File: config.mk
export PLATFORM = sky130hd
export DESIGN_NAME = mt_rng_front
export DESIGN_NICKNAME = d
export VERILOG_FILES = /design/src/hdl/mt_rng_pkg.sv /design/src/hdl/mt_rng_front.sv
export SDC_FILE = /design/constraint.sdc
export NUM_CORES = 1
export LEC_CHECK = 0
export CAP_MARGIN = 10
export CORE_MARGIN = 5
export CORE_UTILIZATION = 50
export DETAILED_ROUTE_END_ITERATION = 8
export DONT_BUFFER_PORTS = 1
export GPL_TIMING_DRIVEN = 0
export PLACE_DENSITY = 0.68
export SLEW_MARGIN = 10
export SYNTH_ARGS = -nofsm -noshare
export SYNTH_HDL_FRONTEND = slang
export SYNTH_SLANG_ARGS = --single-unit
File: constraint.sdc
create_clock -name i_clk -period 1.9 [get_ports i_clk]
set_input_delay 0.38 -clock i_clk [delete_from_list [all_inputs] [get_ports i_clk]]
set_output_delay 0.38 -clock i_clk [all_outputs]
set_load 0.05 [all_outputs]
File: src/hdl/mt_rng_pkg.sv
// Package for the bounded Mersenne Twister generator: operation codes,
// algorithm constants and the queue entry type. No dependencies.
package mt_rng_pkg;

    localparam int unsigned STATE_WORDS = 624;
    localparam int unsigned IDX_W = 10;
    localparam int unsigned SHIFT_DIST = 397;

    localparam logic [31:0] TWIST_MATRIX = 32'h9908b0df;
    localparam logic [31:0] INIT_MULT    = 32'd1812433253;
    localparam logic [31:0] TEMPER_B     = 32'h9d2c5680;
    localparam logic [31:0] TEMPER_C     = 32'hefc60000;
    localparam logic [31:0] DEFAULT_SEED = 32'd5489;

    typedef enum logic [1:0] {
        OP_RESEED  = 2'd0,
        OP_RAW     = 2'd1,
        OP_BOUNDED = 2'd2,
        OP_UNUSED  = 2'd3
    } t_op;

    typedef struct packed {
        t_op         op;
        logic [31:0] bound;
    } t_cmd;

    function automatic logic [31:0] temper(input logic [31:0] w);
        logic [31:0] v;
        v = w ^ (w >> 11);
        v = v ^ ((v << 7) & TEMPER_B);
        v = v ^ ((v << 15) & TEMPER_C);
        v = v ^ (v >> 18);
        return v;
    endfunction

endpackage

File: src/hdl/mt_rng_front.sv
// Front part: accepts input transactions, drops unused codes and queues
// commands in a two-entry queue. Depends on mt_rng_pkg.
module mt_rng_front import mt_rng_pkg::*; (
    input  logic        i_clk,
    input  logic        i_rst_n,
    input  logic        i_valid,
    output logic        o_stall,
    input  logic [1:0]  i_operation,
    input  logic [31:0] i_bound,
    output logic        o_cmd_valid,
    output t_cmd        o_cmd,
    input  logic        i_cmd_take
);

    t_cmd       r_q [2];
    logic       r_rd, n_rd;
    logic       r_wr, n_wr;
    logic [1:0] r_cnt, n_cnt;
    logic       w_push, w_pop, w_acc;

    assign o_stall     = (r_cnt == 2'd2);
    assign w_acc       = i_valid && !o_stall;
    assign w_push      = w_acc && (t_op'(i_operation) != OP_UNUSED);
    assign w_pop       = i_cmd_take && (r_cnt != 2'd0);
    assign o_cmd_valid = (r_cnt != 2'd0);
    assign o_cmd       = r_q[r_rd];

    always_comb begin
        n_rd  = r_rd ^ w_pop;
        n_wr  = r_wr ^ w_push;
        n_cnt = r_cnt + {1'b0, w_push} - {1'b0, w_pop};
    end

    always_ff @(posedge i_clk) begin
        if (!i_rst_n) begin
            r_rd  <= 1'b0;
            r_wr  <= 1'b0;
            r_cnt <= 2'd0;
        end else begin
            r_rd  <= n_rd;
            r_wr  <= n_wr;
            r_cnt <= n_cnt;
        end
        if (w_push) begin
            r_q[r_wr] <= '{op: t_op'(i_operation), bound: i_bound};
        end
    end

    a_cnt_max: assert property (@(posedge i_clk) disable iff (!i_rst_n)
        r_cnt <= 2'd2) else $error("queue count overflow");
    a_pop_valid: assert property (@(posedge i_clk) disable iff (!i_rst_n)
        w_pop |-> o_cmd_valid) else $error("pop from empty queue");
    a_full_stall: assert property (@(posedge i_clk) disable iff (!i_rst_n)
        (r_cnt == 2'd2) |-> o_stall) else $error("full queue not stalling");

endmodule

==> metrics <==
status finished, final reports clean; Clock Skew 0.00755 ns; first-pass GRT wire length 6.42 mm; most frequent cell after synthesis edfxtp_1; RSZ-0062 raised after global routing yes; # hold bufs at CTS 0; Critical Path Start Type flip-flop; routed length per instance 19.3 microns; Overall Global Routing Usage 12.3%; # fillers 437; Slew headroom roughly 45%; hold_ws 0.140 ns; Worst Path Max Fanout 34; reg2reg start r_cnt[0]$_SDFF_PN0_; R2R setup slack 0.03 ns; post-route antenna net violation count 0; chip width 85.9 microns; Hold Crit Depth 0; Final nets between 150 and 200; Worst EP required 1.85 ns; CP arrival 1.82 ns; most used flip-flop cell after synthesis edfxtp_1; Worst Tran Pin Value 0.829 ns; leading area contributor after synthesis edfxtp_1; Post-synth EDFFs around 70; final cell count without fillers 219; largest net degree at the start of global routing 35; sequential area share after synthesis 74.4%; Initial Util just over 50%; number of CTS-inserted buffers 9; Placed Cells ~200; Pins Over Slew Limit 0; synthesis-to-layout area growth 10.5%; GRT overflow 0; DRT Wirelength approximately 4.2 mm; Pre-antenna DRT Iters 4; kind of critical path reg2reg; share of the synthesized area in the top cell type 70.9%; share of cells above drive strength 1 between 30% and 40%; CTS tree yes; # rows 27; worst-case clock buffer depth 2; syn_area_per_cell 21.8 sq um; Core ar. 5540 sq um; initial antenna violation count 0; multi-input logic area 661 sq um; DRT iter0 DRCs 68; synth top area cells edfxtp_1 71%, mux2_4 16%, dfxtp_1 3.5%; Yosys warnings 0; total I/O pin count 74; register area 2140 sq um; DR DRC count 0; Power, Total 4.87 mW; worst-skew pair later-pin latency 0.33 ns; port bufs 0; Post-Syn Instances 132; Post-synth ARST share 0%; post-synthesis cell type count 20; Synthesized Nets between 150 and 200; Leak Pwr between 1 and 1.5 nW; max-cap violations 0; routed vias/inst 5.18; crit path launch r_cnt[0]$_SDFF_PN0_; # H-tree levels 3; Die Height between 80 and 90 microns; final worst-path cycle share between 90% and 100%; VDD IR max just over 800 uV; Reg clk slew, reported paths 0.07 ns; fin area around 3200 sq um; DP Area about 3000 sq um; clock root cell clkbuf_8; post-layout min period 1.87 ns; Final Hold Fails 0; Cell Area, Synth around 2900 sq um; Fmax 536 MHz; vias in the first global route 1264; synth cell count leaders 68 x edfxtp_1, 30 x mux2_4, 5 x dfxtp_1; Crit. End Element flip-flop; Crit Reg-Reg Endpoint r_q[1][33]$_DFFE_PP_; routability cong. 0.687; flops & latches, synth between 70 and 80; count of final setup violators 0; Hold Crit Class in2reg; die area 7380 sq um; Critical Path End r_q[1][33]$_DFFE_PP_; ant diodes 0; vias 1135; CTS sink cnt 73; PwrDens 1530 nW/um^2; setup TNS 0 ns; Final HPWL DP 2.93 mm; R2R cell count 3
==> worst min path at each step <==
| stage | startpoint | to | slack (ns) |
|---|---|---|---|
| after floorplan | r_rd$_SDFF_PN0_ | flip-flop | 0.45 |
| after global placement | r_rd$_SDFF_PN0_ | r_rd$_SDFF_PN0_ | 0.46 |
| after detailed placement | i_bound[18] | r_q[1][18]$_DFFE_PP_ | 0.48 |
| after CTS | i_bound[6] | r_q[0][6]$_DFFE_PP_ | 0.12 |
| after global routing | i_bound[18] | r_q[1][18]$_DFFE_PP_ | 0.11 |
| final | i_bound[6] | r_q[0][6]$_DFFE_PP_ | 0.14 |
==> per-layer routing <==
layer	global-route usage [%]	wire length, microns	vias up
met2	21.0	2330	56
met5	0	0	-
met3	6.82	432	4
met4	6.91	53	0
met1	11.6	1410	546
li1	-	-	529
==> cell type report <==
cell class | count | area share (%)
flip-flops and latches | 73 | 67.3
multi-input cells | 52 | 20.8
clock buffers | 9 | 3.89
well taps | 72 | 2.83
clock inverters | 6 | 2.63
plain buffers | 4 | 2.24
inverters | 3 | 0.354
==> cells by family (layout without fill, tap and decap cells) <==
kind of cell / after synthesis / after routing / share of synthesized area [%]
xor+xnor: 1 / 1 / 0.782
flops: 73 / 73 / 74.4
simple gates: 10 / 10 / 2.09
buf+inv: 7 / 22 / 2.87
compound gates: 1 / 1 / 0.261
mux: 36 / 36 / 17.9
fa+ha+maj: 4 / 4 / 1.74
==> worst max-delay path: stages (launching register included) <==
cell	delay, ns
dfxtp_1	0.38
or2b_1	0.16
and3_1	0.20
ha_2	0.73
==> repair_timing <==
item                                    CTS  global route
setup buffers                             0             0
resized for setup                         0             0
pin swaps                                 0             0
endpoints found under the setup margin   40            68
==> flip-flops by register name, indices dropped and copies added (netlist names), named ones only <==
name and count:
r_cnt 2, r_q 68, r_wr 1, r_rd 1
==> per-stage QoR <==
step                      utilization, %  setup slack, ns
after floorplan                        -          -0.0223
after global placement              53.6           -0.418
after detailed placement            53.7          0.00197
after CTS                           57.5         -0.00711
after global routing                57.5           -0.105
final                               57.5           0.0334
==> power breakdown <==
| part | switching [mW] | leakage [nW] | total, mW | internal (mW) |
|---|---|---|---|---|
| registers | 0.0570 | 0.671 | 2.03 | 1.97 |
| clock network | 0.515 | 0.109 | 1.24 | 0.726 |
| logic | 1.09 | 0.355 | 1.60 | 0.509 |
==> placed cells by master (no fill, tap or decap) <==
cell type and count:
edfxtp_1 68, mux2_4 30, clkbuf_8 9, dfxtp_1 5, mux2_2 4, buf_12 3
inv_1 3, clkinv_2 3, nand2_1 2, mux2i_1 2, ha_1 2, ha_2 2
bufinv_16 2, buf_6 1, o21a_1 1, or2b_1 1, and3_1 1, nand3_1 1
or2_2 1, nand2b_1 1, and2_1 1, nor2b_1 1, xnor3_1 1, nor2b_2 1
clkinv_4 1
Note: power is estimated with default switching activity, not from simulation.
